<file path="src/design/student_t_log_likelihood_unit_macros.svh">
// Assertion macros shared by the log-likelihood unit.
`ifndef STUDENT_T_LOG_LIKELIHOOD_UNIT_MACROS_SVH
`define STUDENT_T_LOG_LIKELIHOOD_UNIT_MACROS_SVH
`ifndef NO_ASSERTIONS
// Same-cycle implication.
`define STLL_ASSERT_IMPLY(label, clk, rstn, ante, cons) \
    label: assert property (@(posedge clk) disable iff (!rstn) (ante) |-> (cons)) \
        else $error("assertion failed: same-cycle implication");
// Next-cycle implication.
`define STLL_ASSERT_NEXT(label, clk, rstn, ante, cons) \
    label: assert property (@(posedge clk) disable iff (!rstn) (ante) |=> (cons)) \
        else $error("assertion failed: next-cycle implication");
`else
`define STLL_ASSERT_IMPLY(label, clk, rstn, ante, cons)
`define STLL_ASSERT_NEXT(label, clk, rstn, ante, cons)
`endif
`endif

</file>
<file path="src/design/stll_pkg.sv">
package stll_pkg;

    localparam int DATA_W = 32;
    localparam logic [31:0] LN2_Q32 = 32'd2977044472;

    localparam logic [1:0] CMD_MEAN   = 2'd0;
    localparam logic [1:0] CMD_FACTOR = 2'd1;
    localparam logic [1:0] CMD_SAMPLE = 2'd2;

    localparam logic [1:0] REG_DIMENSION = 2'd0;
    localparam logic [1:0] REG_DOF       = 2'd1;
    localparam logic [1:0] REG_NORM      = 2'd2;
    localparam logic [1:0] REG_COEF      = 2'd3;

    typedef enum logic [3:0] {
        ST_IDLE,
        ST_FETCH,
        ST_MEAN,
        ST_MAC,
        ST_DIV,
        ST_DIVWAIT,
        ST_SQUARE,
        ST_ACCUM,
        ST_QUOT,
        ST_QWAIT,
        ST_LOGWAIT,
        ST_SCALE
    } state_t;

    typedef enum logic [2:0] {
        LG_IDLE,
        LG_NORM,
        LG_SQUARE,
        LG_SCALE,
        LG_DONE
    } log_state_t;

    typedef struct packed {
        logic        start;
        logic [63:0] dividend;
        logic [31:0] divisor;
    } div_req_t;

    typedef struct packed {
        logic        busy;
        logic        done;
        logic [63:0] quotient;
    } div_rsp_t;

endpackage

</file>
<file path="src/design/stll_div.sv">
// Unsigned restoring divider, one quotient bit per cycle.
module stll_div
    import stll_pkg::*;
(
    input  logic     clk,
    input  logic     rst_n,
    input  div_req_t req,
    output div_rsp_t rsp
);

    logic        busy_reg;
    logic        done_reg;
    logic [6:0]  cnt_reg;
    logic [63:0] dvd_reg;
    logic [31:0] rem_reg;
    logic [31:0] dvs_reg;
    logic [32:0] rem_sh;
    logic        take;

    assign rem_sh = {rem_reg, dvd_reg[63]};
    assign take   = rem_sh >= {1'b0, dvs_reg};

    always_ff @(posedge clk or negedge rst_n)
    begin
        if (!rst_n)
        begin
            busy_reg <= 1'b0;
            done_reg <= 1'b0;
            cnt_reg  <= '0;
        end
        else
        begin
            done_reg <= 1'b0;
            if (req.start)
            begin
                busy_reg <= 1'b1;
                cnt_reg  <= 7'd0;
            end
            else if (busy_reg)
            begin
                cnt_reg <= cnt_reg + 7'd1;
                if (cnt_reg == 7'd63)
                begin
                    busy_reg <= 1'b0;
                    done_reg <= 1'b1;
                end
            end
        end
    end

    always_ff @(posedge clk)
    begin
        if (req.start)
        begin
            dvd_reg <= req.dividend;
            dvs_reg <= req.divisor;
            rem_reg <= '0;
        end
        else if (busy_reg)
        begin
            if (take)
            begin
                rem_reg <= 32'(rem_sh - {1'b0, dvs_reg});
            end
            else
            begin
                rem_reg <= rem_sh[31:0];
            end
            dvd_reg <= {dvd_reg[62:0], take};
        end
    end

    assign rsp.busy     = busy_reg;
    assign rsp.done     = done_reg;
    assign rsp.quotient = dvd_reg;

endmodule

</file>
<file path="config.mk">
export PLATFORM = sky130hd
export DESIGN_NAME = stll_div
export DESIGN_NICKNAME = d
export VERILOG_FILES = /design/src/design/student_t_log_likelihood_unit_macros.svh /design/src/design/stll_pkg.sv /design/src/design/stll_div.sv
export SDC_FILE = /design/constraint.sdc
export NUM_CORES = 1
export LEC_CHECK = 0
export BUFFER_PORTS_ARGS = -buffer_cell sky130_fd_sc_hd__buf_2
export CORE_MARGIN = 2
export CORE_UTILIZATION = 49
export DETAILED_ROUTE_END_ITERATION = 10
export GPL_TIMING_DRIVEN = 0
export PLACE_DENSITY = 0.84
export RECOVER_POWER = 50
export SLEW_MARGIN = 20
export SYNTH_ARGS = -nofsm -noshare
export SYNTH_HDL_FRONTEND = slang
export SYNTH_SLANG_ARGS = --single-unit
</file>
<file path="constraint.sdc">
create_clock -name clk -period 2.9 [get_ports clk]
set_input_delay 0.435 -clock clk [delete_from_list [all_inputs] [get_ports clk]]
set_output_delay 0.435 -clock clk [all_outputs]
set_load 0.01 [all_outputs]
</file>
==> Yosys cells after proc, flatten, opt, wreduce, memory -nomap -nowiden <==
Index checks and enable logic that the tools add are counted.
{ "word_totals": {"output_inout_bits": 66, "in_bits": 99, "wordCells": 22, "ff_bits": 137} }
{ "op_classes": {"eq_ne": 1, "n_lt_le_gt_ge": 1, "n_reduce_logical": 1, "muxes": 11, "n_addsub": 2} }
{ "op_table": {"columns": ["op", "count"], "rows": [
  ["64-bit two-way mux", 2],
  ["33-bit by 32-bit greater-or-equal comparator with 1-bit output", 1],
  ["32-bit two-way mux", 1],
  ["32-bit subtractor", 1],
  ["7-bit two-way mux", 2],
  ["7-bit by 1-bit adder with 7-bit output (second input constant)", 1],
  ["7-bit by 6-bit equality test with 1-bit output (second input constant)", 1],
  ["1-bit two-way mux", 6],
  ["2-bit nonzero test", 1]
]} }

==> Logic depth before layout (Yosys ltp) <==
{ "depth": {"depth_word": 4, "mapped_depth": 14, "ltp_nobuf": 12} }

==> Worst setup path before layout <==
Ideal clock, no wire load.
{ "synth_path": {"path_type": "register -> register", "startpoint": "register dvs_reg[26]", "endpoint": "register rem_reg[29]", "setup_slack_ns": -0.210, "arrival_ns": 3.019, "stages_incl_launch_ff": 13, "synth_period_minus_slack_ns": 3.110, "setup_time_ns": 0.091, "path_buffers": 2, "required_ns": 2.809, "path_cell_list": "edfxtp_1 inv_1 ha_1 buf_2 nand4_1 or4_1 o41a_1 o21ai_1 a211oi_1 and2_1 buf_6 or4_1 a311oi_1"} }
{ "synth_between": {"elab_chain_cells": 2, "elab_cells_between_ends": 3, "classes_between": "1 x add/sub; 1 x order compare; 1 x mux"} }
{ "synth_lines": {"columns": ["item", "line_no", "source"], "rows": [
  ["from (decl)", "stll_div.sv:16", "logic [31:0] dvs_reg;"],
  ["from (signal assigned)", "stll_div.sv:56", "dvs_reg <= req.divisor;"],
  ["32-bit subtractor / 33-bit by 32-bit greater-or-equal comparator with 1-bit output (equally long branches)", "stll_div.sv:63, stll_div.sv:21", null],
  ["32-bit two-way mux (*)", "stll_div.sv:61", "if (take)"],
  ["to (signal assigned)", "stll_div.sv:63", "rem_reg <= 32'(rem_sh - {1'b0, dvs_reg});"],
  ["to (signal assigned)", "stll_div.sv:67", "rem_reg <= rem_sh[31:0];"],
  ["to (decl)", "stll_div.sv:15", "logic [31:0] rem_reg;"]
]} }
Every way passes the cells marked *; elsewhere a longest branch is shown, timed or not.
A chain may end at the register's enable or synchronous reset.

==> Worst setup path in the final report <==
{ "layout_path": {"startpoint": "register dvs_reg[25]", "endpoint": "register rem_reg[29]"} }
Same word-level chain as after synthesis.

==> summary.md <==
| Metric | Value |
|---|---|
| Maxcap violations | `0` |
| Post-synth cell types | `54` |
| Top cells by instance count after synthesis | `edfxtp_1 (96), nand2_1 (65), mux2_2 (64)` |
| Clock latency on the worst-skew pair | `0.43 ns` |
| Least-Margin Pin Slew | `1.08 ns` |
| Placed Cells | `995` |
| First-pass GRT wire length | `31.6 mm` |
| Drt total wl | `21.1 mm` |
| Final Worst Setup Slack | `-0.293 ns` |
| Drt initial violations | `445` |
| Row count | `44` |
| Met1 Use GR | `28.8%` |
| Routability cong. | `0.933` |
| # port buffers | `164` |
| Number of flops mapped to enable cells by yosys | `96` |
| Synth warn | `0` |
| Synthesized area per cell | `11.1 sq um` |
| CP Data Required Time | `3.25 ns` |
| Starting Density | `49.7%` |
| RSZ-0062 raised after global routing | `yes` |
| Mapped cell area | `7160 sq um` |
| Max reg flops | `64` |
| P_leak | `3.89 nW` |
| Startpoint type of the worst setup path | `register` |
| Pre-antenna DRT Iters | `6` |
| Setup-failing EPs final | `33` |
| Fin crit period | `3.19 ns` |
| Largest net degree at the start of global routing | `37` |
| Synthesis-to-finish area growth | `35.1%` |
| DP Area | `8260 sq um` |
| Yosys reg bits | `137` |
| H-tree levels | `4` |
| Ant. Diodes | `0` |
| M2 GR Usage | `44.6%` |
| DR DRC count | `0` |
| Final Skew | `0.0122 ns` |
| Initial antenna violation count | `0` |
| HPWL after DPL | `13.2 mm` |
| Core area | `14400 sq um` |
| Critical path class | `reg2reg` |
| Root Buffer | `clkbuf_16` |
| Gr ovfl total | `0` |
| Failing checks | `negative setup slack` |
| Worst min-delay path category | `in2reg` |
| Register area share after synthesis | `52.3%` |
| Final period util | `110%` |
| Reg clk slew, reported paths | `0.07 ns` |
| Die extent in x | `125 um` |
| Status | `complete, but fails checks` |
| Vias | `6161` |
| Post-DRT Antenna Nets | `0` |
| Ys async rst share | `6.57%` |
| Height of the die | `125 um` |
| Post-synth top flop | `edfxtp_1` |
| CTS Sinks | `137` |
| Ranking of synthesized cells by area | `edfxtp_1 (40%), mux2_2 (10%), dfxtp_1 (8.9%), ha_1 (5.8%), nand2_1 (3.4%)` |
| Total GRT Usage | `25.8%` |
| Avg Vias per Cell | `5.82` |
| Slew Viols, Final | `0` |
| Top-area cell type share of the netlist area | `40.3%` |
| Gr busiest metal | `met2` |
| Non-Filler Instances | `1059` |
| Share of cells above drive strength 1 | `36.5%` |
| Power Dens Cells | `945 nW/um^2` |
| Max_slew headroom | `27.5%` |
| Die Area | `15600 sq um` |
| CTS Buf Count | `17` |
| R2R setup slack | `-0.29 ns` |
| Peak Freq | `313 MHz` |
| CP max FO | `5` |
| CP arrival | `3.54 ns` |
| Number of global-route vias before repair | `6176` |
| I/O pin count | `165` |
| Fin area | `9680 sq um` |
| Peak VDD IR | `524 uV` |
| Clock Path Buffers | `2` |
| Count leader, synth | `edfxtp_1` |
| Crit. End Element | `register` |
| Wire per inst | `19.9 um` |
| CTS tree | `done` |
| Final net count | `995` |
| Fin util | `67.1%` |
| Fin. Hold Viols | `0` |
| Post-synth net total | `779` |
| Cell type with the highest aggregate area in the netlist | `edfxtp_1` |
| Met3 Usage GRT | `8.81%` |
| Post-Syn Instances | `646` |
## power by group
part | total, mW | switching (mW) | internal (mW)
clock network | 2.24 | 0.941 | 1.30
registers | 2.75 | 0.298 | 2.46
logic | 4.15 | 2.16 | 1.99
total | 9.14 | 3.40 | 5.75
## path summary, 6_finish.rpt
path,end,depth (start not counted),from
setup reg to reg,rem_reg[29],10,dvs_reg[25]
hold / removal,dvs_reg[3],1,req[3]
min in group asynchronous,cnt_reg[2],2,rst_n
max in group asynchronous,cnt_reg[3],2,rst_n
setup / recovery,rem_reg[29],10,dvs_reg[25]
hold reg to reg,rem_reg[30],2,rem_reg[30]
## placed cells by master, fill, tap and decap left out, drive strengths merged, types with 3 or more instances in the layout
cell,Yosys,routed
edfxtp,96,96
o31ai,3,3
a21o,8,8
o211ai,4,4
o21ai,29,29
a21oi,39,39
nor3,5,5
ha,33,33
clkbuf,23,102
or3,4,4
nand3,10,10
nand2,65,65
xor2,10,10
a32oi,3,3
a311oi,17,17
inv,40,49
nor2,47,47
o21a,7,7
and3,3,3
a211oi,8,8
dfxtp,32,32
mux2,64,64
nor2b,4,4
dfrtp,9,9
nand2b,9,9
nand4,10,10
buf,8,142
a31oi,3,3
xnor2,16,16
mux2i,8,8
o21bai,6,6
## logic make-up (layout without fill, tap and decap cells)
kind of cell,after synthesis,count (layout),synth area share [%]
AOI/OAI and AO/OA,139,139,12.7
muxes,72,72,11.2
buffers and inverters,71,300,4.04
and+or+nand+nor,167,167,10.6
xor gates and xnor gates,26,26,3.18
adders and majority gates,34,34,6.04
DFF,137,137,52.3
## metal layers
metal / part of all wire, % / vias to the layer above
met2: 50 / 346
li1: - / 2812
met3: 9.5 / 81
met1: 37 / 2922
met5: 0 / -
met4: 4.1 / 0
## repair_timing
| item | in CTS | in global routing |
|---|---|---|
| hold buffers | 1 | 0 |
| setup buffers | 19 | 18 |
| endpoints found under the setup margin | 34 | 30 |
| pin swaps | 18 | 40 |
| gates cloned | 2 | 1 |
| resized for setup | 53 | 82 |
| endpoints found under the hold margin | 9 | 0 |
## metrics by stage
step | TNS, ns | power [mW] | setup WS, ns | hold slack, ns
after detailed placement | -45.46 | 5.36 | -0.966 | 0.300
after floorplan | -0.0860 | 4.61 | -0.0696 | 0.139
after global routing | -11.47 | 9.54 | -0.398 | 0.159
after global placement | -129.79 | 5.29 | -1.70 | 0.292
after CTS | -1.13 | 8.27 | -0.232 | 0.162
final | -7.40 | 9.14 | -0.293 | 0.174
## area by class of cell
type / instances / area, sq um
Fill cell: 1065 / 4750
Sequential cell: 137 / 3750
Multi-Input combinational cell: 438 / 3660
Timing Repair Buffer: 203 / 1130
Clock buffer: 17 / 425
Tap cell: 184 / 230
Clock inverter: 15 / 175
Buffer: 25 / 164
Inverter: 40 / 153
## worst max-delay path, stage by stage, from the launching register on
cell      delay [ns]
edfxtp_1        0.32
inv_1           0.07
ha_4            0.30
nand4_1         0.13
or4_4           0.58
o41a_1          0.48
o21ai_2         0.20
a211oi_4        0.09
and2_4          0.16
or4_4           0.53
a311oi_2        0.25
Power figures use the tool's default switching activity.
