`src/design/student_t_log_likelihood_unit_macros.svh`:
```
// Assertion macros shared by the log-likelihood unit.
`ifndef STUDENT_T_LOG_LIKELIHOOD_UNIT_MACROS_SVH
`define STUDENT_T_LOG_LIKELIHOOD_UNIT_MACROS_SVH
`ifndef NO_ASSERTIONS
// Same-cycle implication.
`define STLL_ASSERT_IMPLY(label, clk, rstn, ante, cons) \
    label: assert property (@(posedge clk) disable iff (!rstn) (ante) |-> (cons)) \
        else $error("assertion failed: same-cycle implication");
// Next-cycle implication.
`define STLL_ASSERT_NEXT(label, clk, rstn, ante, cons) \
    label: assert property (@(posedge clk) disable iff (!rstn) (ante) |=> (cons)) \
        else $error("assertion failed: next-cycle implication");
`else
`define STLL_ASSERT_IMPLY(label, clk, rstn, ante, cons)
`define STLL_ASSERT_NEXT(label, clk, rstn, ante, cons)
`endif
`endif

```
`src/design/stll_pkg.sv`:
```
package stll_pkg;

    localparam int DATA_W = 32;
    localparam logic [31:0] LN2_Q32 = 32'd2977044472;

    localparam logic [1:0] CMD_MEAN   = 2'd0;
    localparam logic [1:0] CMD_FACTOR = 2'd1;
    localparam logic [1:0] CMD_SAMPLE = 2'd2;

    localparam logic [1:0] REG_DIMENSION = 2'd0;
    localparam logic [1:0] REG_DOF       = 2'd1;
    localparam logic [1:0] REG_NORM      = 2'd2;
    localparam logic [1:0] REG_COEF      = 2'd3;

    typedef enum logic [3:0] {
        ST_IDLE,
        ST_FETCH,
        ST_MEAN,
        ST_MAC,
        ST_DIV,
        ST_DIVWAIT,
        ST_SQUARE,
        ST_ACCUM,
        ST_QUOT,
        ST_QWAIT,
        ST_LOGWAIT,
        ST_SCALE
    } state_t;

    typedef enum logic [2:0] {
        LG_IDLE,
        LG_NORM,
        LG_SQUARE,
        LG_SCALE,
        LG_DONE
    } log_state_t;

    typedef struct packed {
        logic        start;
        logic [63:0] dividend;
        logic [31:0] divisor;
    } div_req_t;

    typedef struct packed {
        logic        busy;
        logic        done;
        logic [63:0] quotient;
    } div_rsp_t;

endpackage

```
`src/design/stll_log.sv`:
```
// Natural log of a fixed-point value of at least one: normalize by single-bit
// shifts, then one squaring round per fraction bit of log2, then scale by ln 2.
module stll_log
    import stll_pkg::*;
#(
    parameter int FRAC_BITS = 16
)
(
    input  logic                  clk,
    input  logic                  rst_n,
    input  logic                  start,
    input  logic [63:0]           t,
    output logic                  done,
    output logic [FRAC_BITS+6:0]  lnv
);

    localparam int MW = FRAC_BITS + 1;
    localparam int LW = FRAC_BITS + 7;
    localparam int RW = $clog2(FRAC_BITS + 1);

    log_state_t          state_reg, state_next;
    logic [63:0]         t_reg, t_next;
    logic [6:0]          n_reg, n_next;
    logic [MW-1:0]       m_reg, m_next;
    logic [FRAC_BITS-1:0] frac_reg, frac_next;
    logic [RW-1:0]       rnd_reg, rnd_next;
    logic [LW-1:0]       lnv_reg, lnv_next;

    logic [2*MW-1:0]     sq;
    logic [MW:0]         sq_sh;
    logic [LW-1:0]       lg;
    logic [LW+31:0]      lg_prod;

    assign sq      = m_reg * m_reg;
    assign sq_sh   = sq[FRAC_BITS +: MW+1];
    assign lg      = {n_reg, frac_reg};
    assign lg_prod = lg * LN2_Q32;

    always_ff @(posedge clk or negedge rst_n)
    begin
        if (!rst_n)
        begin
            state_reg <= LG_IDLE;
        end
        else
        begin
            state_reg <= state_next;
        end
    end

    always_ff @(posedge clk)
    begin
        t_reg    <= t_next;
        n_reg    <= n_next;
        m_reg    <= m_next;
        frac_reg <= frac_next;
        rnd_reg  <= rnd_next;
        lnv_reg  <= lnv_next;
    end

    always_comb
    begin
        state_next = state_reg;
        t_next     = t_reg;
        n_next     = n_reg;
        m_next     = m_reg;
        frac_next  = frac_reg;
        rnd_next   = rnd_reg;
        lnv_next   = lnv_reg;
        done       = 1'b0;
        case (state_reg)
            LG_IDLE:
            begin
                if (start)
                begin
                    t_next     = t;
                    n_next     = '0;
                    state_next = LG_NORM;
                end
            end
            LG_NORM:
            begin
                // Shift until the value lies in [1, 2).
                if (t_reg >= (64'd2 << FRAC_BITS))
                begin
                    t_next = t_reg >> 1;
                    n_next = n_reg + 7'd1;
                end
                else
                begin
                    m_next     = t_reg[MW-1:0];
                    frac_next  = '0;
                    rnd_next   = '0;
                    state_next = LG_SQUARE;
                end
            end
            LG_SQUARE:
            begin
                if (sq_sh >= ((MW+1)'(2) << FRAC_BITS))
                begin
                    m_next    = sq_sh[MW:1];
                    frac_next = {frac_reg[FRAC_BITS-2:0], 1'b1};
                end
                else
                begin
                    m_next    = sq_sh[MW-1:0];
                    frac_next = {frac_reg[FRAC_BITS-2:0], 1'b0};
                end
                rnd_next = rnd_reg + RW'(1);
                if (rnd_reg == RW'(FRAC_BITS - 1))
                begin
                    state_next = LG_SCALE;
                end
            end
            LG_SCALE:
            begin
                lnv_next   = lg_prod[LW+31:32];
                state_next = LG_DONE;
            end
            LG_DONE:
            begin
                done       = 1'b1;
                state_next = LG_IDLE;
            end
            default:
            begin
                state_next = LG_IDLE;
            end
        endcase
    end

    assign lnv = lnv_reg;

endmodule
```
`config.mk`:
```
export PLATFORM = sky130hd
export DESIGN_NAME = stll_log
export DESIGN_NICKNAME = d
export VERILOG_FILES = /design/src/design/student_t_log_likelihood_unit_macros.svh /design/src/design/stll_pkg.sv /design/src/design/stll_log.sv
export SDC_FILE = /design/constraint.sdc
export NUM_CORES = 1
export LEC_CHECK = 0
export BUFFER_PORTS_ARGS = -buffer_cell sky130_fd_sc_hd__buf_2
export CAP_MARGIN = 20
export CORE_AREA = 4 4 304 186
export CTS_BUF_LIST = sky130_fd_sc_hd__clkbuf_8
export CTS_CLUSTER_SIZE = 40
export DETAILED_ROUTE_END_ITERATION = 7
export DIE_AREA = 0 0 308 190
export GPL_ROUTABILITY_DRIVEN = 0
export HOLD_SLACK_MARGIN = 0.02
export PLACE_DENSITY = 0.61
export SLEW_MARGIN = 10
export SYNTH_ARGS = -nofsm -noshare
export SYNTH_HDL_FRONTEND = slang
export SYNTH_SLANG_ARGS = --single-unit
```
`constraint.sdc`:
```
create_clock -name clk -period 35.6 [get_ports clk]
set_clock_uncertainty 0.15 [all_clocks]
set_input_delay 3.56 -clock clk [delete_from_list [all_inputs] [get_ports clk]]
set_output_delay 3.56 -clock clk [all_outputs]
set_load 0.1 [all_outputs]
```
# Word-level counts from Yosys, hierarchy flattened
# Cells that the tools add are included.
# Widths: inputs -> output; s select.
# totals
inputBits,67
regBits,135
ramBits,0
wordCells,47
mem_count,0
output_inout_bits,24
rom_bits,0
latch_bits,0
# op_classes
n_reduce_logical,6
add_sub_neg,2
eq_ne,9
n_mux,19
bitwise,0
n_shift,0
magnitude_cmp,2
div,0
mul,2
# op_table
operator,n
$mux 64,2
$pmux 64 s2,1
$ge 64x18->1 const B,1
$mul 23x29->52 const B,1
$mul 17x17->34,1
$mux 17,2
$pmux 17 s2,1
$pmux 16 s2,1
$ge 18x18->1 const B,1
$mux 16,1
$mux 7,2
$pmux 7 s2,1
$pmux 3 s4,1
$pmux 5 s2,1
$mux 3,3
$ne 2x2->1 const B,4
$add 7x1->7 const B,1
$eq 3x2->1 const B,2
$reduce_and 3->1,2
$add 5x1->5 const B,1
$eq 5x4->1 const B,1
$mux 5,1
$reduce_bool 2->1,2
$eq 3x1->1 const B,1
other kinds (4),5

# Longest topological paths before layout
# Gate-level depths: netlist of run 1.
# logic_depth
word_depth,4
mapped_depth,26
ltp_nobuf,23

# Least setup slack after synthesis of run 1
# OpenSTA, ideal clock, no wires.
# synth_timing
path_type,input -> register
startpoint,input start
endpoint,"register n_reg[0], enable pin"
t_required_ns,34.570
stages,2
t_arrival_ns,14.666
setup_time_ns,0.880
setup_slack_ns,19.904
cell_sequence,nor2_1 > a2111oi_0
# synth_via
elab_chain_len,2
# synth_rtl
item,line,source
from (decl),stll_log.sv:11,"input logic start,"
$ne 2x2->1 (no source line),--,
$reduce_and 3->1 (no source line),--,
to (signal assigned),stll_log.sv:54,n_reg <= n_next;
to (decl),stll_log.sv:23,"logic [6:0] n_reg, n_next;"
# No other way between the ends.
# A chain may end at the register's enable or synchronous reset.

# Final worst setup path of run 1
# layout_timing
startpoint,register m_reg[2]
endpoint,register m_reg[12] (data pin)
# layout_via
elab_chain_len,4
# layout_rtl
item,line,source
from (decl),stll_log.sv:24,"logic [MW-1:0] m_reg, m_next;"
from (signal assigned),stll_log.sv:55,m_reg <= m_next;
$mul 17x17->34 *,stll_log.sv:34,assign sq = m_reg * m_reg;
$ge 18x18->1,stll_log.sv:99,if (sq_sh >= ((MW+1)'(2) << FRAC_BITS))
$mux 17 *,stll_log.sv:99,
$pmux 17 s2 *,stll_log.sv:71,case (state_reg)
via m_next[12],stll_log.sv:24,
# Mark *: on every way through the listed nets, which the timed path passes. The rest lies on a longest branch.

==> results.md, run 1 <==
* Outcome: finished clean
* DR WL/cell at 19.1 microns
* Final setup viols at 0
* Setup CP Type: reg2reg
* Hold Crit Class: reg2reg
* Fillers at 4,986
* First-pass GRT wire length at 97,600 microns
* Worst-path fanout max at 18
* Synth async-reset ratio at 2.22%
* DP HPWL at 52,200 microns
* Slew of the pin with the lowest slew margin at 1.05 ns
* Share of layout cells above drive strength 1 at 5.60%
* Vias at 16,500
* Yosys cell types at 61
* GR peak layer: met1
* CTS sink count at 135
* Area of the multi-input gates at 17,500 sq um
* Antenna-violating nets left at 0
* Number of synthesized flops with an enable pin at 132
* Max cap viols at 0
* Routing usage on met3 at 8.94%
* Commonest non-fill, non-tap cell in the layout: inv_1
* Most frequent cells in the layout: 604 x inv_1, 425 x fa_1, 370 x ha_1
* CTS clk-pin slew, worst paths at 0.08 ns
* Post-Synthesis Cells at 2,401
* Final Hold Fails at 0
* #FFs+latches synth at 135
* Register cell area after layout at 4040 sq um
* Syn avg cell area at 10.0 sq um
* Final count of pins violating max slew at 0
* Yosys top cell by area: fa_1
* Largest net degree at the start of global routing at 72
* Max frequency at 0.123 GHz
* Min Clock Period, post-route at 8.12 ns
* Setup_tns at 0 ns
* Commonest register cell after synthesis: edfxtp_1
* CP endpoint kind: register
* Post-cts sizing count at 0
* Via density at 5.16
* Rows at 66
* Gr ovfl total at 0
* CTS max path bufs at 2
* DRC at 0
* Area grow syn2layout at 6.75%
* CP arrival at 8.21 ns
* Initial DRC Count at 1,401
* Global-route track usage on met2 at 27.5%
* Fin crit share at 22.8%
* R2r setup slk at 27.48 ns
* Initial antenna violation count at 4
* Total die area at 58,500 sq um
* Core region area at 53,800 sq um
* RSZ-0062 raised after global routing: false
* Initial Util at 44.7%
* Rel. slew slack at 29.8%
* CP Data Required Time at 35.70 ns
* Post-synthesis sequential area ratio at 16.8%
* Number of hold buffers added after cts at 0
* Chip height at 190 microns
* Cell Area, Synth at 24,000 sq um
* GRT Overall Usage at 21.8%
* Final nets at 3,329
* CTS tree: done
* Synth warn at 0
* Clk Latency, worst-skew pair at 0.51 ns
* Port Buffers at 90
* # IOs at 91
* Total Wirelength at 61,000 microns
* Post-synth net total at 3,263
* Top-area cell type share of the netlist area at 35.4%
* Reg-to-Reg Start: m_reg[2]
* TritonCTS Buffers at 17
* Max reg flops at 64
* Ranking of synthesized cells by area: fa_1 35%, ha_1 19%, edfxtp_1 16%, inv_1 9.4%, nand2_1 4.9%
* Crit start category: register
* # Post-CTS Setup Buffers at 0
* Worst reg2reg path endpoint: m_reg[12]
* Root buf cell: clkbuf_8
* Vias in the first global route at 17,300
* Crit path to: m_reg[12]
* First-pass detailed-route iteration total at 5
* H-tree depth at 4
* R2R depth at 22
* Crit path launch: m_reg[2]
* Chip Width at 308 microns
* GRT met1 Usage at 34.9%
[cells by family after synthesis]
| family | share of synthesized area (%) |
|---|---|
| fa+ha+maj | 54.7 |
| buf+inv | 10.2 |
| simple gates | 10.4 |
| compound gates | 5.47 |
| flops | 16.8 |
| xor+xnor | 2.22 |
| mux | 0.172 |
[area by class of cell]
| cell class | count | share of cell area (%) |
|---|---|---|
| antenna | 1 | 0.00976 |
| clock buffer | 17 | 0.912 |
| clock inverter | 15 | 0.629 |
| inverter | 601 | 8.79 |
| multi-input combinational | 1613 | 68.4 |
| sequential | 135 | 15.7 |
| tap | 714 | 3.48 |
| timing repair buffer | 99 | 2.02 |
[how the worst min path moves through the flow]
stage	start	to	slack (ns)	depth (start not counted)
CTS	t_reg[37]	t_reg[36]	0.40	2
finish	t_reg[37]	t_reg[36]	0.39	2
global route	t_reg[44]	t_reg[43]	0.42	2
floorplan	state_reg[2]	state_reg[0]	0.34	1
global placement	t_reg[37]	t_reg[36]	0.37	2
detailed placement	t_reg[37]	t_reg[36]	0.38	2
[through the flow]
step	instances	utilization (%)	hold slack (ns)	worst slack, ns	cell area, sq um
after global placement	3162	47.0	0.374	27.67	25300
after CTS	3194	47.7	0.398	27.60	25600
final	3195	47.7	0.393	27.48	25700
after detailed placement	3162	47.0	0.379	27.60	25300
after floorplan	2401	-	0.340	19.90	24000
after global routing	3194	47.7	0.421	26.94	25600
[per-layer routing]
layer / part of all wire, % / vias to the layer above
met5: 0.039 / -
met2: 37 / 617
li1: - / 7650
met3: 12 / 38
met1: 50 / 8170
met4: 0.82 / 4
[worst max-delay path: stages (launching register included)]
cell	delay, ns
edfxtp_1	0.87
inv_1	0.33
nor2_1	0.45
fa_1	0.47
inv_1	0.07
fa_1	0.43
fa_1	0.51
inv_1	0.05
fa_1	0.42
fa_1	0.53
inv_1	0.08
fa_1	0.56
inv_1	0.05
ha_1	0.36
a21oi_1	0.16
o21ai_0	0.14
nor4_1	0.28
a21oi_1	0.30
o221a_4	0.34
o41ai_4	0.31
xor2_2	0.60
nor2_1	0.11
a221o_1	0.27
[synth_stat cells, drive strengths merged (3+ instances only)]
cell and instances:
a41oi 3, and3 15, o21bai 11, edfxtp 132, buf 3, nand2b 4, a21oi 58, nand2 313
ha 370, xor2 18, o21ai 36, nor3b 3, xnor2 42, a21o 23, nor2 62, dfrtp 3
nor3 17, fa 425, o211ai 10, o31a 3, a31oi 4, and2 58, nand4 14, inv 601
o31ai 6, or3 7, a221o 4, a211o 3, mux2i 3, nand3 34, nor2b 11, clkbuf 49
and4 3, nor4 12, a211oi 12
Power of run 1 is left out: the tool's default activity adds up to more than one toggle a clock period on the data nets, which glitch-free logic cannot reach.
==> inputs of run 2 (changes only) <==
- clock period: 35.6 -> 8.2 ns (I/O delays scaled with it)
==> results.md, run 2 (synthesized netlist as in run 1, its figures left out) <==
* Final setup viols at 0 (unchanged)
* First-pass detailed-route iteration total at 5 (unchanged)
* CTS sink count at 135 (unchanged)
* Slew of the pin with the lowest slew margin at 0.982 ns (was 1.05 ns)
* Gr ovfl total at 0 (unchanged)
* Core region area at 53,800 sq um (unchanged)
* R2R depth at 21 (was 22)
* Clk Latency, worst-skew pair at 0.52 ns (was 0.51 ns)
* Initial antenna violation count at 7 (was 4)
* CP Data Required Time at 8.28 ns (was 35.70 ns)
* DRC at 0 (unchanged)
* Final nets at 3,356 (was 3,329)
* Share of layout cells above drive strength 1 at 6.66% (was 5.60%)
* Setup CP Type: reg2reg (unchanged)
* Setup_tns at 0 ns (unchanged)
* Worst reg2reg path endpoint: m_reg[13] (was m_reg[12])
* TritonCTS Buffers at 17 (unchanged)
* R2r setup slk at 0.43 ns (was 27.48 ns)
* Commonest non-fill, non-tap cell in the layout: inv_1 (unchanged)
* Total die area at 58,500 sq um (unchanged)
* CP endpoint kind: register (unchanged)
* Fin crit share at 94.8% (was 22.8%)
* Hold Crit Class: reg2reg (unchanged)
* Hold depth at 2 (unchanged)
* Vias in the first global route at 17,800 (was 17,300)
* Setup WS pre-CTS at 0.486 ns (was 27.60 ns)
* Initial Util at 44.7% (unchanged)
* Max reg flops at 64 (unchanged)
* Final count of pins violating max slew at 0 (unchanged)
* Initial DRC Count at 1,311 (was 1,401)
* Max frequency at 0.129 GHz (was 0.123 GHz)
* Reg-to-Reg Start: m_reg[11] (was m_reg[2])
* Port Buffers at 90 (unchanged)
* Crit start category: register (unchanged)
* Rel. slew slack at 33.8% (was 29.8%)
* CP arrival at 7.86 ns (was 8.21 ns)
* Max cap viols at 0 (unchanged)
* Worst-path fanout max at 16 (was 18)
* Total Wirelength at 62,800 microns (was 61,000 microns)
* Outcome: finished clean (unchanged)
* Rows at 66 (unchanged)
* Chip Width at 308 microns (unchanged)
* Largest net degree at the start of global routing at 72 (unchanged)
* Vias at 16,700 (was 16,500)
* WHS Endpoint: t_reg[59] (was t_reg[36])
* First-pass GRT wire length at 101,000 microns (was 97,600 microns)
* DP HPWL at 54,000 microns (was 52,200 microns)
* Most frequent cells in the layout: 604 x inv_1, 425 x fa_1, 370 x ha_1 (unchanged)
* DR WL/cell at 19.5 microns (was 19.1 microns)
* Worst Hold Launch: t_reg[60] (was t_reg[37])
* Chip height at 190 microns (unchanged)
* CTS tree: done (unchanged)
* Antenna-violating nets left at 0 (unchanged)
* Area grow syn2layout at 7.61% (was 6.75%)
* GRT Overall Usage at 22.6% (was 21.8%)
* H-tree depth at 4 (unchanged)
* Min Clock Period, post-route at 7.77 ns (was 8.12 ns)
* Final critical-path setup slack at 0.429 ns (was 27.48 ns)
* # IOs at 91 (unchanged)
* RSZ-0062 raised after global routing: false (unchanged)
* Via density at 5.19 (was 5.16)
* Final Hold Fails at 0 (unchanged)
* Root buf cell: clkbuf_8 (unchanged)
* CTS clk-pin slew, worst paths at 0.12 ns (was 0.08 ns)
* CTS max path bufs at 2 (unchanged)
-- run 2: cell types whose count changed in the layout (fill, tap and decap cells not counted), moves of 2 or more --
cell / before / now
buf_4: 9 / 33
bufinv_16: 3 / 0
clkinv_1: 2 / 0
inv_6: 2 / 4
-- run 2: what timing repair did --
action / CTS / global route
endpoints found under the hold margin: 3 / 0
setup buffers: 0 / 1
hold buffers: 1 / 0
gates resized for setup: 0 / 0
setup endpoints to repair: 0 / 1
-- run 2: per-stage QoR --
stage	hold WS [ns]	instance area [sq um]	cells	utilization [%]
5_1_grt	0.390	25900	3221	48.1
4_1_cts	0.366	25800	3219	48.0
6_report	0.355	25900	3222	48.1
2_1_floorplan	0.359	24000	2401	-
3_5_place_dp	0.383	25400	3186	47.3
3_3_place_gp	0.370	25400	3186	47.3
-- run 2: worst max path at each step --
| stage | start | endpoint | slack, ns | cells past startpoint |
|---|---|---|---|---|
| floorplan | n_reg[4] | lnv[9] | 1.16 | 22 |
| global placement | m_reg[8] | m_reg[13] | 0.65 | 21 |
| detailed placement | m_reg[8] | m_reg[13] | 0.49 | 21 |
| CTS | m_reg[8] | m_reg[13] | 0.42 | 21 |
| global route | m_reg[5] | m_reg[13] | 0.02 | 23 |
| finish | m_reg[11] | m_reg[13] | 0.43 | 21 |
-- run 2: layer usage --
layer  global-route usage [%]  vias to the layer above  wire length, microns
li1                         -                     7713                     -
met1                     35.8                     8319                 31100
met2                     28.5                      613                 23300
met3                     9.54                       67                  7650
met4                     3.51                        8                   733
met5                        0                        -                    52
-- run 2: worst max-delay path, cell delays in order (launching register included) --
cell and delay, ns:
edfxtp_1 0.80, inv_1 0.31, nor2_1 0.31, fa_1 0.48, fa_1 0.47, fa_1 0.46, fa_1 0.50, fa_1 0.54
inv_1 0.06, fa_1 0.55, inv_1 0.05, ha_1 0.34, a21oi_1 0.20, o31ai_1 0.13, nor4_1 0.38, a21oi_1 0.29
o221a_4 0.34, o41ai_4 0.31, xnor2_1 0.17, buf_4 0.24, nor3_1 0.08, a221o_1 0.31
-- run 2: cell type report --
type	count	area, sq um
multi-input combinational	1613	17600
clock inverter	14	104
timing repair buffer	126	756
tap	714	893
antenna	1	2.50
clock buffer	18	248
fill	4987	27900
inverter	601	2260
sequential	135	4040
Power of run 2 is left out for the same reason.
==> inputs of run 3 (changes only) <==
--- a/config.mk
+++ b/config.mk
@@ -16,4 +16,5 @@
 export HOLD_SLACK_MARGIN = 0.02
 export PLACE_DENSITY = 0.61
+export RECOVER_POWER = 25
 export SLEW_MARGIN = 10
 export SYNTH_ARGS = -nofsm -noshare
==> constraint.sdc (replaced) <==
create_clock -name clk -period 8.2 [get_ports clk]
set_clock_uncertainty 0.15 [all_clocks]
set_input_delay 0.41 -clock clk [delete_from_list [all_inputs] [get_ports clk]]
set_output_delay 0.41 -clock clk [all_outputs]
set_load 0.1 [all_outputs]
==> results.md, run 3 (synthesized netlist as in run 1, its figures left out) <==
* Top Metal Used: met5 (unchanged)
* Total Wirelength at 63,600 microns (was 62,800 microns)
* Max frequency at 0.129 GHz (about the same)
* Via density at 5.18 (was 5.19)
* Rel. slew slack at -102% (was 33.8%)
* Final nets at 3,408 (was 3,356)
* Commonest non-fill, non-tap cell in the layout: inv_1 (unchanged)
* Hold Crit Class: in2reg (was reg2reg)
* CTS tree: done (unchanged)
* Critical Path, Cell by Cell: inv_1, nor2_1, fa_1, fa_1, fa_1, fa_1, fa_1, inv_1, fa_1, inv_1, ha_1, a21oi_1, o31ai_1, nor4_1, a21oi_1, o221a_4, o41ai_4, xnor2_1, buf_4, nor3_1, a221o_1 (unchanged)
* CTS sink count at 135 (unchanged)
* First-pass GRT wire length at 102,000 microns (was 101,000 microns)
* CTS clk-pin slew, worst paths at 0.11 ns (was 0.12 ns)
* Chip Width at 308 microns (unchanged)
* Wire length on met2 at 23,900 microns (was 23,300 microns)
* Area of the multi-input gates at 17,600 sq um (about the same)
* Slowest CP cell: edfxtp_1 (unchanged)
* First-pass detailed-route iteration total at 5 (unchanged)
* Setup CP Type: reg2reg (unchanged)
* Final Hold Fails at 0 (unchanged)
* Final count of pins violating max slew at 137 (was 0)
* Share of layout cells above drive strength 1 at 5.43% (was 6.66%)
* Max reg flops at 64 (unchanged)
* Initial DRC Count at 1,358 (was 1,311)
* Fillers at 4,920 (was 4,987)
* Core region area at 53,800 sq um (unchanged)
* R2R depth at 21 (unchanged)
* Top Family by Delay on Critical Path: adder cells (unchanged)
* Most frequent cells in the layout: 604 x inv_1, 425 x fa_1, 370 x ha_1 (unchanged)
* H-tree depth at 4 (unchanged)
* Chip height at 190 microns (unchanged)
* Number of diodes at 0 (was 1)
* Fin crit share at 94.6% (was 94.8%)
* Reg-to-Reg Start: m_reg[11] (unchanged)
* Worst path bufs/invs at 4 (unchanged)
* Clk Latency, worst-skew pair at 0.53 ns (was 0.52 ns)
* Crit-path most repeated cell: fa_1 (unchanged)
* DP HPWL at 54,000 microns (unchanged)
* Met3 WL post-DR at 7450 microns (was 7650 microns)
* DR WL/cell at 19.4 microns (was 19.5 microns)
* Area grow syn2layout at 9.58% (was 7.61%)
* TritonCTS Buffers at 17 (unchanged)
* Outcome: complete, but fails checks (was finished clean)
* Slowest cell delay on critical path at 0.78 ns (was 0.80 ns)
* # IOs at 91 (unchanged)
* Initial antenna violation count at 6 (was 7)
* Port Buffers at 90 (unchanged)
* Max cap viols at 2 (was 0)
* Slew of the pin with the lowest slew margin at 3.03 ns (was 0.982 ns)
* Vias at 16,900 (was 16,700)
* Rows at 66 (unchanged)
* Worst Hold Launch: t[15] (was t_reg[60])
* Largest net degree at the start of global routing at 72 (unchanged)
* RSZ-0062 raised after global routing: false (unchanged)
* Met1 WL at 31,500 microns (was 31,100 microns)
* Antenna-violating nets left at 0 (unchanged)
* CP arrival at 7.84 ns (was 7.86 ns)
* CP Data Required Time at 8.28 ns (about the same)
* R2r setup slk at 0.44 ns (was 0.43 ns)
* Failing checks: max-capacitance violations, max-slew violations
* Register cell area after layout at 4040 sq um (unchanged)
* DRC at 0 (unchanged)
* Vias in the first global route at 18,100 (was 17,800)
* Final setup viols at 0 (unchanged)
* Gr ovfl total at 0 (unchanged)
* Setup_tns at 0 ns (unchanged)
* CP endpoint kind: register (unchanged)
* Hold depth at 3 (was 2)
* CTS max path bufs at 2 (unchanged)
* Min Clock Period, post-route at 7.76 ns (was 7.77 ns)
* WHS Endpoint: t_reg[15] (was t_reg[59])
* Crit start category: register (unchanged)
* Worst reg2reg path endpoint: m_reg[13] (unchanged)
* Root buf cell: clkbuf_8 (unchanged)
* Worst-path fanout max at 16 (unchanged)
* Total die area at 58,500 sq um (unchanged)
* GRT Overall Usage at 22.9% (was 22.6%)
* Initial Util at 44.7% (unchanged)
run 3: what timing repair did:
action / in CTS / in global routing
hold buffers: 53 / 0
buffers inserted: 0 / 1
endpoints found under the hold margin: 55 / 0
setup endpoints to repair: 0 / 1
gates resized for setup: 0 / 0
run 3: final cells by class:
class	instances	area share, %
multi-input combinational	1613	66.7
sequential	135	15.3
inverter	601	8.57
timing repair buffer	178	4.69
tap	714	3.39
clock buffer	18	0.941
clock inverter	14	0.394
run 3: how the worst max path moves through the flow:
stage	startpoint	to	slack, ns	cells after the start
CTS	m_reg[8]	m_reg[13]	0.42	21
global route	m_reg[5]	m_reg[13]	0.02	23
finish	m_reg[11]	m_reg[13]	0.44	21
global placement	m_reg[8]	m_reg[13]	0.65	21
detailed placement	m_reg[8]	m_reg[13]	0.49	21
floorplan	n_reg[4]	lnv[9]	1.16	22
run 3: metrics by stage:
stage	cell area [sq um]	utilization, %	instances	hold slack (ns)	setup slack [ns]
after CTS	26300	49.0	3271	0.0202	0.424
after detailed placement	25400	47.3	3186	0.0686	0.486
final	26300	49.0	3273	0.0679	0.443
after floorplan	24000	-	2401	-0.0356	1.16
after global placement	25400	47.3	3186	0.0638	0.654
after global routing	26300	49.0	3273	0.0353	0.0227
run 3: worst reg2reg max path: stages (launching register included):
cell,delay [ns]
edfxtp_1,0.78
inv_1,0.31
nor2_1,0.31
fa_1,0.48
fa_1,0.47
fa_1,0.46
fa_1,0.50
fa_1,0.54
inv_1,0.06
fa_1,0.55
inv_1,0.05
ha_1,0.34
a21oi_1,0.21
o31ai_1,0.13
nor4_1,0.38
a21oi_1,0.29
o221a_4,0.34
o41ai_4,0.31
xnor2_1,0.17
buf_4,0.24
nor3_1,0.08
a221o_1,0.31
run 3: per-layer routing:
metal,vias up,GRT usage (%)
li1,7809,-
met1,8458,36.1
met2,611,29.2
met3,62,9.36
met4,6,3.51
met5,-,0
Power of run 3 is left out for the same reason.
